**src/rtl/json_string_unescape_unit_macros.svh**
```systemverilog
// assertion helpers shared by the unescape unit
`ifndef JSON_STRING_UNESCAPE_UNIT_MACROS_SVH
`define JSON_STRING_UNESCAPE_UNIT_MACROS_SVH

// same-cycle implication, checked on every rising edge out of reset
`define JSU_ASSERT_NOW(label, ante, cons, msg) \
    label: assert property (@(posedge clk) disable iff (!rst_n) (ante) |-> (cons)) \
        else $error(msg);

// next-cycle implication
`define JSU_ASSERT_NEXT(label, ante, cons, msg) \
    label: assert property (@(posedge clk) disable iff (!rst_n) (ante) |=> (cons)) \
        else $error(msg);

`endif

```
**src/rtl/jsu_pkg.sv**
```systemverilog
package jsu_pkg;

    localparam int QUEUE_DEPTH = 4;

    localparam logic [7:0] CH_NUL    = 8'h00;
    localparam logic [7:0] CH_QUOTE  = 8'h22;
    localparam logic [7:0] CH_SLASH  = 8'h2F;
    localparam logic [7:0] CH_BSLASH = 8'h5C;
    localparam logic [7:0] CH_B      = 8'h62;
    localparam logic [7:0] CH_F      = 8'h66;
    localparam logic [7:0] CH_N      = 8'h6E;
    localparam logic [7:0] CH_R      = 8'h72;
    localparam logic [7:0] CH_T      = 8'h74;
    localparam logic [7:0] CH_U      = 8'h75;
    localparam logic [7:0] CH_0      = 8'h30;
    localparam logic [7:0] CH_9      = 8'h39;
    localparam logic [7:0] CH_LA     = 8'h61;
    localparam logic [7:0] CH_LF     = 8'h66;
    localparam logic [7:0] CH_UA     = 8'h41;
    localparam logic [7:0] CH_UF     = 8'h46;

    localparam logic [7:0] CTRL_BS = 8'h08;
    localparam logic [7:0] CTRL_FF = 8'h0C;
    localparam logic [7:0] CTRL_LF = 8'h0A;
    localparam logic [7:0] CTRL_CR = 8'h0D;
    localparam logic [7:0] CTRL_HT = 8'h09;

    localparam logic [7:0]  UTF_LEAD2      = 8'hC0;
    localparam logic [7:0]  UTF_LEAD3      = 8'hE0;
    localparam logic [7:0]  UTF_CONT       = 8'h80;
    localparam logic [15:0] ONE_BYTE_LIMIT = 16'h0080;
    localparam logic [15:0] TWO_BYTE_LIMIT = 16'h0800;

    typedef enum logic [1:0] {
        PH_IDLE,
        PH_BODY,
        PH_ESC,
        PH_HEX
    } phase_t;

    typedef enum logic [2:0] {
        ERR_NONE     = 3'd0,
        ERR_NO_QUOTE = 3'd1,
        ERR_BAD_ESC  = 3'd2,
        ERR_BAD_HEX  = 3'd3,
        ERR_UNTERM   = 3'd4
    } err_code_t;

    typedef enum logic [2:0] {
        CMD_BYTE,
        CMD_UTF2,
        CMD_UTF3,
        CMD_FINISH,
        CMD_ERROR
    } cmd_kind_t;

    // one queued job: a plain byte, a code point to expand, a finish or an error
    typedef struct packed {
        cmd_kind_t   kind;
        logic [15:0] value;
        err_code_t   err;
    } cmd_t;

    typedef struct packed {
        logic [7:0] data_byte;
        logic       data_valid;
        logic       finished;
        err_code_t  error_code;
        logic       last;
    } beat_t;

    typedef struct packed {
        logic full;
        logic empty;
    } q_status_t;

    function automatic beat_t make_beat(cmd_t cmd, logic [1:0] idx);
        beat_t b;
        b = '0;
        b.error_code = ERR_NONE;
        unique case (cmd.kind)
            CMD_BYTE:
            begin
                b.data_byte  = cmd.value[7:0];
                b.data_valid = 1'b1;
                b.last       = 1'b1;
            end
            CMD_UTF2:
            begin
                b.data_valid = 1'b1;
                if (idx == 2'd0)
                begin
                    b.data_byte = UTF_LEAD2 | {3'b000, cmd.value[10:6]};
                end
                else
                begin
                    b.data_byte = UTF_CONT | {2'b00, cmd.value[5:0]};
                    b.last      = 1'b1;
                end
            end
            CMD_UTF3:
            begin
                b.data_valid = 1'b1;
                if (idx == 2'd0)
                begin
                    b.data_byte = UTF_LEAD3 | {4'b0000, cmd.value[15:12]};
                end
                else if (idx == 2'd1)
                begin
                    b.data_byte = UTF_CONT | {2'b00, cmd.value[11:6]};
                end
                else
                begin
                    b.data_byte = UTF_CONT | {2'b00, cmd.value[5:0]};
                    b.last      = 1'b1;
                end
            end
            CMD_FINISH:
            begin
                b.finished = 1'b1;
                b.last     = 1'b1;
            end
            CMD_ERROR:
            begin
                b.error_code = cmd.err;
                b.last       = 1'b1;
            end
            default:
            begin
                b.last = 1'b1;
            end
        endcase
        return b;
    endfunction

endpackage

```
**src/rtl/json_string_unescape_unit.sv**
```systemverilog
// Unescapes a JSON string literal arriving one source byte per beat, opening quote
// first, and sends the decoded UTF-8 bytes out one per beat. A \u escape yields one to
// three bytes, a closing quote yields a finished beat and a fault yields one error beat;
// the opening quote, a backslash, the letter u and the first three hex digits yield
// nothing. The decoder takes one byte every cycle while its job queue (DEPTH entries)
// has room; the output side sends one beat per cycle while the sink is ready, and the
// queue soaks up the extra beats of a \u escape. A result passes through a queue entry
// and then the output register.
`include "json_string_unescape_unit_macros.svh"

module json_string_unescape_unit
    import jsu_pkg::*;
#(
    parameter int DEPTH = QUEUE_DEPTH
)
(
    input  logic       clk,
    input  logic       rst_n,
    input  logic       s_tvalid,
    output logic       s_tready,
    input  logic [7:0] s_tdata,   // in_byte
    output logic       m_tvalid,
    input  logic       m_tready,
    output logic [7:0] m_tdata,   // data_byte
    output logic [4:0] m_tuser,   // data_valid, finished, error_code[2:0]
    output logic       m_tlast
);

    logic      accept;
    logic      push;
    cmd_t      push_cmd;
    cmd_t      head;
    logic      pop;
    q_status_t q_stat;
    beat_t     out_beat;

    assign s_tready = !q_stat.full;
    assign accept   = s_tvalid && s_tready;

    jsu_front u_front
    (
        .clk     (clk),
        .rst_n   (rst_n),
        .accept  (accept),
        .in_byte (s_tdata),
        .push    (push),
        .cmd     (push_cmd)
    );

    jsu_queue #(.DEPTH(DEPTH)) u_queue
    (
        .clk      (clk),
        .rst_n    (rst_n),
        .push     (push),
        .push_cmd (push_cmd),
        .pop      (pop),
        .head     (head),
        .status   (q_stat)
    );

    jsu_back u_back
    (
        .clk       (clk),
        .rst_n     (rst_n),
        .head      (head),
        .empty     (q_stat.empty),
        .pop       (pop),
        .out_ready (m_tready),
        .out_valid (m_tvalid),
        .out_beat  (out_beat)
    );

    assign m_tdata = out_beat.data_byte;
    assign m_tuser = {out_beat.error_code, out_beat.finished, out_beat.data_valid};
    assign m_tlast = out_beat.last;

    `JSU_ASSERT_NOW(a_queue_flags, 1'b1, !(q_stat.full && q_stat.empty), "queue full and empty")
    `JSU_ASSERT_NOW(a_status_last, m_tvalid && !out_beat.data_valid, out_beat.last,
                    "status beat not marked last")
    `JSU_ASSERT_NOW(a_one_status, m_tvalid,
                    !(out_beat.finished && out_beat.error_code != ERR_NONE) &&
                    !(out_beat.data_valid && out_beat.error_code != ERR_NONE),
                    "beat mixes data, finish and error")
    `JSU_ASSERT_NEXT(a_full_push, q_stat.full && !pop, !push, "push into full queue")

endmodule

```
**src/rtl/jsu_front.sv**
```systemverilog
module jsu_front
    import jsu_pkg::*;
(
    input  logic       clk,
    input  logic       rst_n,
    input  logic       accept,
    input  logic [7:0] in_byte,
    output logic       push,
    output cmd_t       cmd
);

    phase_t      phase_reg, phase_next;
    logic [1:0]  hex_count_reg, hex_count_next;
    logic [15:0] cp_reg, cp_next;

    logic        esc_ok;
    logic [7:0]  esc_byte;
    logic        hex_ok;
    logic [3:0]  hex_digit;
    logic [15:0] cp_shift;

    always_comb
    begin
        esc_ok   = 1'b1;
        esc_byte = in_byte;
        unique case (in_byte) inside
            CH_QUOTE, CH_BSLASH, CH_SLASH: esc_byte = in_byte;
            CH_B:    esc_byte = CTRL_BS;
            CH_F:    esc_byte = CTRL_FF;
            CH_N:    esc_byte = CTRL_LF;
            CH_R:    esc_byte = CTRL_CR;
            CH_T:    esc_byte = CTRL_HT;
            default: esc_ok   = 1'b0;
        endcase
    end

    always_comb
    begin
        hex_ok    = 1'b1;
        hex_digit = 4'd0;
        if (in_byte >= CH_0 && in_byte <= CH_9)
        begin
            hex_digit = in_byte[3:0];
        end
        else if ((in_byte >= CH_LA && in_byte <= CH_LF) ||
                 (in_byte >= CH_UA && in_byte <= CH_UF))
        begin
            // letters a-f and A-F share their low nibble pattern: 1..6
            hex_digit = in_byte[3:0] + 4'd9;
        end
        else
        begin
            hex_ok = 1'b0;
        end
    end

    assign cp_shift = {cp_reg[11:0], hex_digit};

    always_comb
    begin
        phase_next     = phase_reg;
        hex_count_next = hex_count_reg;
        cp_next        = cp_reg;
        if (accept)
        begin
            unique case (phase_reg)
                PH_IDLE:
                begin
                    if (in_byte == CH_QUOTE)
                    begin
                        phase_next = PH_BODY;
                    end
                end
                PH_BODY:
                begin
                    if (in_byte == CH_NUL || in_byte == CH_QUOTE)
                    begin
                        phase_next = PH_IDLE;
                    end
                    else if (in_byte == CH_BSLASH)
                    begin
                        phase_next = PH_ESC;
                    end
                end
                PH_ESC:
                begin
                    if (in_byte == CH_NUL)
                    begin
                        phase_next = PH_IDLE;
                    end
                    else if (esc_ok)
                    begin
                        phase_next = PH_BODY;
                    end
                    else if (in_byte == CH_U)
                    begin
                        phase_next     = PH_HEX;
                        hex_count_next = 2'd0;
                        cp_next        = 16'd0;
                    end
                    else
                    begin
                        phase_next = PH_IDLE;
                    end
                end
                PH_HEX:
                begin
                    if (in_byte == CH_NUL || !hex_ok)
                    begin
                        phase_next = PH_IDLE;
                    end
                    else
                    begin
                        cp_next = cp_shift;
                        if (hex_count_reg == 2'd3)
                        begin
                            hex_count_next = 2'd0;
                            phase_next     = PH_BODY;
                        end
                        else
                        begin
                            hex_count_next = hex_count_reg + 2'd1;
                        end
                    end
                end
                default: phase_next = PH_IDLE;
            endcase
        end
    end

    always_comb
    begin
        push       = 1'b0;
        cmd.kind   = CMD_BYTE;
        cmd.value  = {8'd0, in_byte};
        cmd.err    = ERR_NONE;
        unique case (phase_reg)
            PH_IDLE:
            begin
                if (in_byte != CH_QUOTE)
                begin
                    push     = 1'b1;
                    cmd.kind = CMD_ERROR;
                    cmd.err  = ERR_NO_QUOTE;
                end
            end
            PH_BODY:
            begin
                if (in_byte == CH_NUL)
                begin
                    push     = 1'b1;
                    cmd.kind = CMD_ERROR;
                    cmd.err  = ERR_UNTERM;
                end
                else if (in_byte == CH_QUOTE)
                begin
                    push     = 1'b1;
                    cmd.kind = CMD_FINISH;
                end
                else if (in_byte != CH_BSLASH)
                begin
                    push = 1'b1;
                end
            end
            PH_ESC:
            begin
                if (in_byte == CH_NUL)
                begin
                    push     = 1'b1;
                    cmd.kind = CMD_ERROR;
                    cmd.err  = ERR_UNTERM;
                end
                else if (esc_ok)
                begin
                    push      = 1'b1;
                    cmd.value = {8'd0, esc_byte};
                end
                else if (in_byte != CH_U)
                begin
                    push     = 1'b1;
                    cmd.kind = CMD_ERROR;
                    cmd.err  = ERR_BAD_ESC;
                end
            end
            PH_HEX:
            begin
                if (in_byte == CH_NUL)
                begin
                    push     = 1'b1;
                    cmd.kind = CMD_ERROR;
                    cmd.err  = ERR_UNTERM;
                end
                else if (!hex_ok)
                begin
                    push     = 1'b1;
                    cmd.kind = CMD_ERROR;
                    cmd.err  = ERR_BAD_HEX;
                end
                else if (hex_count_reg == 2'd3)
                begin
                    push      = 1'b1;
                    cmd.value = cp_shift;
                    if (cp_shift < ONE_BYTE_LIMIT)
                    begin
                        cmd.kind = CMD_BYTE;
                    end
                    else if (cp_shift < TWO_BYTE_LIMIT)
                    begin
                        cmd.kind = CMD_UTF2;
                    end
                    else
                    begin
                        cmd.kind = CMD_UTF3;
                    end
                end
            end
            default: push = 1'b0;
        endcase
        push = push & accept;
    end

    always_ff @(posedge clk or negedge rst_n)
    begin
        if (!rst_n)
        begin
            phase_reg     <= PH_IDLE;
            hex_count_reg <= 2'd0;
            cp_reg        <= 16'd0;
        end
        else
        begin
            phase_reg     <= phase_next;
            hex_count_reg <= hex_count_next;
            cp_reg        <= cp_next;
        end
    end

endmodule

```
**src/rtl/jsu_queue.sv**
```systemverilog
module jsu_queue
    import jsu_pkg::*;
#(
    parameter int DEPTH = QUEUE_DEPTH
)
(
    input  logic      clk,
    input  logic      rst_n,
    input  logic      push,
    input  cmd_t      push_cmd,
    input  logic      pop,
    output cmd_t      head,
    output q_status_t status
);

    localparam int PTR_W = (DEPTH > 1) ? $clog2(DEPTH) : 1;
    localparam int CNT_W = $clog2(DEPTH + 1);

    cmd_t             mem_reg [DEPTH];
    logic [PTR_W-1:0] wr_ptr_reg, wr_ptr_next;
    logic [PTR_W-1:0] rd_ptr_reg, rd_ptr_next;
    logic [CNT_W-1:0] count_reg, count_next;

    always_comb
    begin
        wr_ptr_next = wr_ptr_reg;
        rd_ptr_next = rd_ptr_reg;
        count_next  = count_reg;
        if (push)
        begin
            wr_ptr_next = (wr_ptr_reg == PTR_W'(DEPTH - 1)) ? '0 : wr_ptr_reg + 1'b1;
        end
        if (pop)
        begin
            rd_ptr_next = (rd_ptr_reg == PTR_W'(DEPTH - 1)) ? '0 : rd_ptr_reg + 1'b1;
        end
        if (push && !pop)
        begin
            count_next = count_reg + 1'b1;
        end
        else if (pop && !push)
        begin
            count_next = count_reg - 1'b1;
        end
    end

    assign head         = mem_reg[rd_ptr_reg];
    assign status.full  = (count_reg == CNT_W'(DEPTH));
    assign status.empty = (count_reg == '0);

    always_ff @(posedge clk)
    begin
        if (push)
        begin
            mem_reg[wr_ptr_reg] <= push_cmd;
        end
    end

    always_ff @(posedge clk or negedge rst_n)
    begin
        if (!rst_n)
        begin
            wr_ptr_reg <= '0;
            rd_ptr_reg <= '0;
            count_reg  <= '0;
        end
        else
        begin
            wr_ptr_reg <= wr_ptr_next;
            rd_ptr_reg <= rd_ptr_next;
            count_reg  <= count_next;
        end
    end

endmodule

```
**src/rtl/jsu_back.sv**
```systemverilog
module jsu_back
    import jsu_pkg::*;
(
    input  logic  clk,
    input  logic  rst_n,
    input  cmd_t  head,
    input  logic  empty,
    output logic  pop,
    input  logic  out_ready,
    output logic  out_valid,
    output beat_t out_beat
);

    logic [1:0] idx_reg, idx_next;
    logic       out_valid_reg, out_valid_next;
    beat_t      out_beat_reg;
    beat_t      beat;
    logic       load;
    logic       take;

    assign beat = make_beat(head, idx_reg);
    // output register frees up when empty or when its beat leaves this cycle
    assign load = !out_valid_reg || out_ready;
    assign take = load && !empty;
    assign pop  = take && beat.last;

    always_comb
    begin
        idx_next       = idx_reg;
        out_valid_next = out_valid_reg;
        if (take)
        begin
            idx_next       = beat.last ? 2'd0 : idx_reg + 2'd1;
            out_valid_next = 1'b1;
        end
        else if (load)
        begin
            out_valid_next = 1'b0;
        end
    end

    always_ff @(posedge clk)
    begin
        if (take)
        begin
            out_beat_reg <= beat;
        end
    end

    always_ff @(posedge clk or negedge rst_n)
    begin
        if (!rst_n)
        begin
            idx_reg       <= 2'd0;
            out_valid_reg <= 1'b0;
        end
        else
        begin
            idx_reg       <= idx_next;
            out_valid_reg <= out_valid_next;
        end
    end

    assign out_valid = out_valid_reg;
    assign out_beat  = out_beat_reg;

endmodule
```
**config.mk**
```make
export PLATFORM = sky130hd
export DESIGN_NAME = json_string_unescape_unit
export DESIGN_NICKNAME = d
export VERILOG_FILES = /design/src/rtl/jsu_pkg.sv /design/src/rtl/json_string_unescape_unit.sv /design/src/rtl/jsu_front.sv /design/src/rtl/jsu_queue.sv /design/src/rtl/jsu_back.sv
export VERILOG_INCLUDE_DIRS = /design/src /design/src/rtl
export SDC_FILE = /design/constraint.sdc
export NUM_CORES = 1
export LEC_CHECK = 0
export BUFFER_PORTS_ARGS = -buffer_cell sky130_fd_sc_hd__buf_2
export CAP_MARGIN = 20
export CELL_PAD_IN_SITES_DETAIL_PLACEMENT = 0
export CELL_PAD_IN_SITES_GLOBAL_PLACEMENT = 1
export CORE_UTILIZATION = 51
export CTS_BUF_LIST = sky130_fd_sc_hd__clkbuf_16
export CTS_CLUSTER_SIZE = 28
export DETAILED_ROUTE_END_ITERATION = 16
export GPL_TIMING_DRIVEN = 1
export PLACE_DENSITY = 0.85
export SYNTH_ARGS = -nofsm -noshare
export SYNTH_HDL_FRONTEND = slang
export SYNTH_SLANG_ARGS = --single-unit
```
**constraint.sdc**
```tcl
create_clock -name clk -period 3.9 [get_ports clk]
set_input_delay 0.39 -clock clk [delete_from_list [all_inputs] [get_ports clk]]
set_output_delay 0.39 -clock clk [all_outputs]
set_load 0.02 [all_outputs]
```
==> results.sh <==
export IMPL_status="completed"
export IMPL_h_tree_depth=4
export IMPL_grt_pass1_wl_microns=20400
export IMPL_holdCritPathClass="input port to async pin"
export IMPL_area_delta_synth_final_pct=14.8
export IMPL_final_cells=629
export IMPL_finalCriticalPeriod_ps=3400
export IMPL_tritoncts="built"
export IMPL_worst_pin_slew_ps=1120
export IMPL_reg2reg_from="u_queue.rd_ptr_reg[0]"
export IMPL_clk_pin_slew_ps=60
export IMPL_routabilityCongestion=0.853
export IMPL_synth_warnings=0
export IMPL_cts_made_buffers=17
export IMPL_reg2regPathDepth=12
export IMPL_antenna_found_initial=0
export IMPL_fin_ws_ps=495
export IMPL_crit_path_max_fanout=16
export IMPL_antenna_left=0
export IMPL_regToRegEndpoint="u_queue.count_reg[2]"
export IMPL_dieArea_sq_um=12200
export IMPL_die_w_microns=111
export IMPL_dpl_instance_area_sq_um=6270
export IMPL_drv_cap=0
export IMPL_cp_end_kind="flip-flop"
export IMPL_drtIter0Drc=332
export IMPL_synth_area_top_cells="edfxtp_1 51%, dfrtp_1 11%, mux4_2 8.2%"
export IMPL_clockBufferDepth=2
export IMPL_drive_above_1_share_pct=20.0
export IMPL_synth_edf_count=102
export IMPL_viasPerCell=6.19
export IMPL_dp_slack_ps=570
export IMPL_worstPathArrival_ps=3730
export IMPL_crit_start="u_queue.rd_ptr_reg[0]"
export IMPL_syn_num_nets=467
export IMPL_finalWirelength_microns=13300
export IMPL_post_place_cells=595
export IMPL_first_global_vias=3740
export IMPL_yosysTopAreaCellShare_pct=50.9
export IMPL_dpl_hpwl_microns=8200
export IMPL_leakagePower_nw=2.54
export IMPL_critPathKind="flip-flop to flip-flop"
export IMPL_grt_usage_pct=22.3
export IMPL_syn_area_sq_um=6010
export IMPL_tns_ps=0
export IMPL_clkSinkCount=128
export IMPL_final_cell_mix="102 x edfxtp_1, 42 x nand2_1, 27 x buf_2, 26 x dfrtp_1, 25 x o21ai_0"
export IMPL_grt_max_degree=29
export IMPL_ys_async_sr_fraction_pct=20.3
export IMPL_fin_skew_ps=9.45
export IMPL_avgSynthCellArea_sq_um=13.6
export IMPL_ys_seq_elements=128
export IMPL_ir_drop_mv=0.565
export IMPL_rsz0062_at_grt="false"
export IMPL_ios=28
export IMPL_power_mw=4.90
export IMPL_critPathLaunchType="flip-flop"
export IMPL_ctsResizeCount=0
export IMPL_max_slew_margin_pct=25.5
export IMPL_ys_seq_area_share_pct=61.7
export IMPL_fmax_ghz=0.294
export IMPL_overflow=0
export IMPL_p_per_area_nw_per_um2=710
export IMPL_postCtsSetupBuffers=0
export IMPL_num_antenna_cells=0
export IMPL_start_util_pct=52.4
export IMPL_r2r_slack_ps=500
export IMPL_core_area_sq_um=11500
export IMPL_syn_inst=441
export IMPL_io_buffers=27
export IMPL_synth_cell_types=66
export IMPL_drtPass1Iterations=5
export IMPL_crit_required_ps=4230
export IMPL_finalSetupViolations=0
export IMPL_num_vias=3894
export IMPL_final_common_cell="edfxtp_1"
export IMPL_nets=500
export IMPL_slew_viol_final=0
export IMPL_fin_area_sq_um=6900
export IMPL_ys_flop_type="edfxtp_1"
export IMPL_hold_buffers=0
export IMPL_hold_violations=0
export IMPL_timing_final_crit_share_pct=87.3
export IMPL_clock_latency_ps=410
export IMPL_die_h_microns=111
export IMPL_wire_per_inst_microns=21.2
export IMPL_yosys_area_top_type="edfxtp_1"
export IMPL_largest_reg_flops=88
export IMPL_drc=0
export IMPL_rows=39
export IMPL_cts_root_buf="clkbuf_16"
==> power breakdown <==
part / leakage (nW) / internal [mW] / switching (mW)
clock: 0.266 / 0.921 / 0.559
sequential: 1.31 / 1.81 / 0.146
combinational: 0.962 / 0.619 / 0.845
total: 2.54 / 3.35 / 1.55
==> worst max path at each step <==
| stage | endpoint | slack (ps) |
|---|---|---|
| floorplan | u_queue.count_reg[1] | 1020 |
| CTS | u_queue.count_reg[1] | 560 |
| detailed placement | u_queue.mem_reg[1][18] | 570 |
| global placement | u_queue.count_reg[1] | 610 |
| global route | u_queue.count_reg[2] | 210 |
| finish | u_queue.count_reg[2] | 500 |
==> routing by layer <==
metal  wire length (microns)  track usage (%)
met1                    5390             28.5
met2                    6710             35.9
met3                     892             5.54
met4                     343             10.7
met5                       0                0
==> cell families after synthesis <==
group | after synthesis | share of synthesized area [%]
adder cells (fa/ha/maj) | 14 | 3.04
XOR/XNOR | 5 | 0.728
AO/OA/AOI/OAI | 94 | 10.4
flip-flops | 128 | 61.7
buffers and inverters | 38 | 2.66
AND/OR/NAND/NOR | 130 | 11.3
multiplexers | 32 | 10.2
==> metrics by stage <==
step / util (%) / hold WS [ps]
after floorplan: - / 94.4
after global placement: 54.7 / 463
after CTS: 59.5 / 30.3
after global routing: 60.2 / 55.1
after detailed placement: 54.7 / 472
final: 60.2 / 17.2
==> synthesized netlist by cell type, drive strengths merged, types with 12 or more instances <==
library cell and n:
edfxtp 102, nand2 42, dfrtp 26, o21ai 26
mux4 22, nor2 22, a21oi 17, inv 16
and2 14, ha 13, clkbuf 12
==> worst max-delay path: stages (launching register included) <==
cell and delay [ps]:
dfrtp_1 670, mux4_2 720, nand2_1 150, and2_1 180, nand3_1 120, and2_1 230
inv_1 80, ha_1 180, inv_1 80, fa_1 440, xor2_1 180, nor2_1 150
xnor2_1 150
==> cell type report <==
type,count,area [sq um]
clock buffer,17,425
timing repair buffer,35,255
multi-input combinational,275,2140
tap,143,179
fill,843,4560
sequential,128,3710
inverter,17,63.8
clock inverter,14,126
Note: power is estimated with default switching activity, not from simulation.
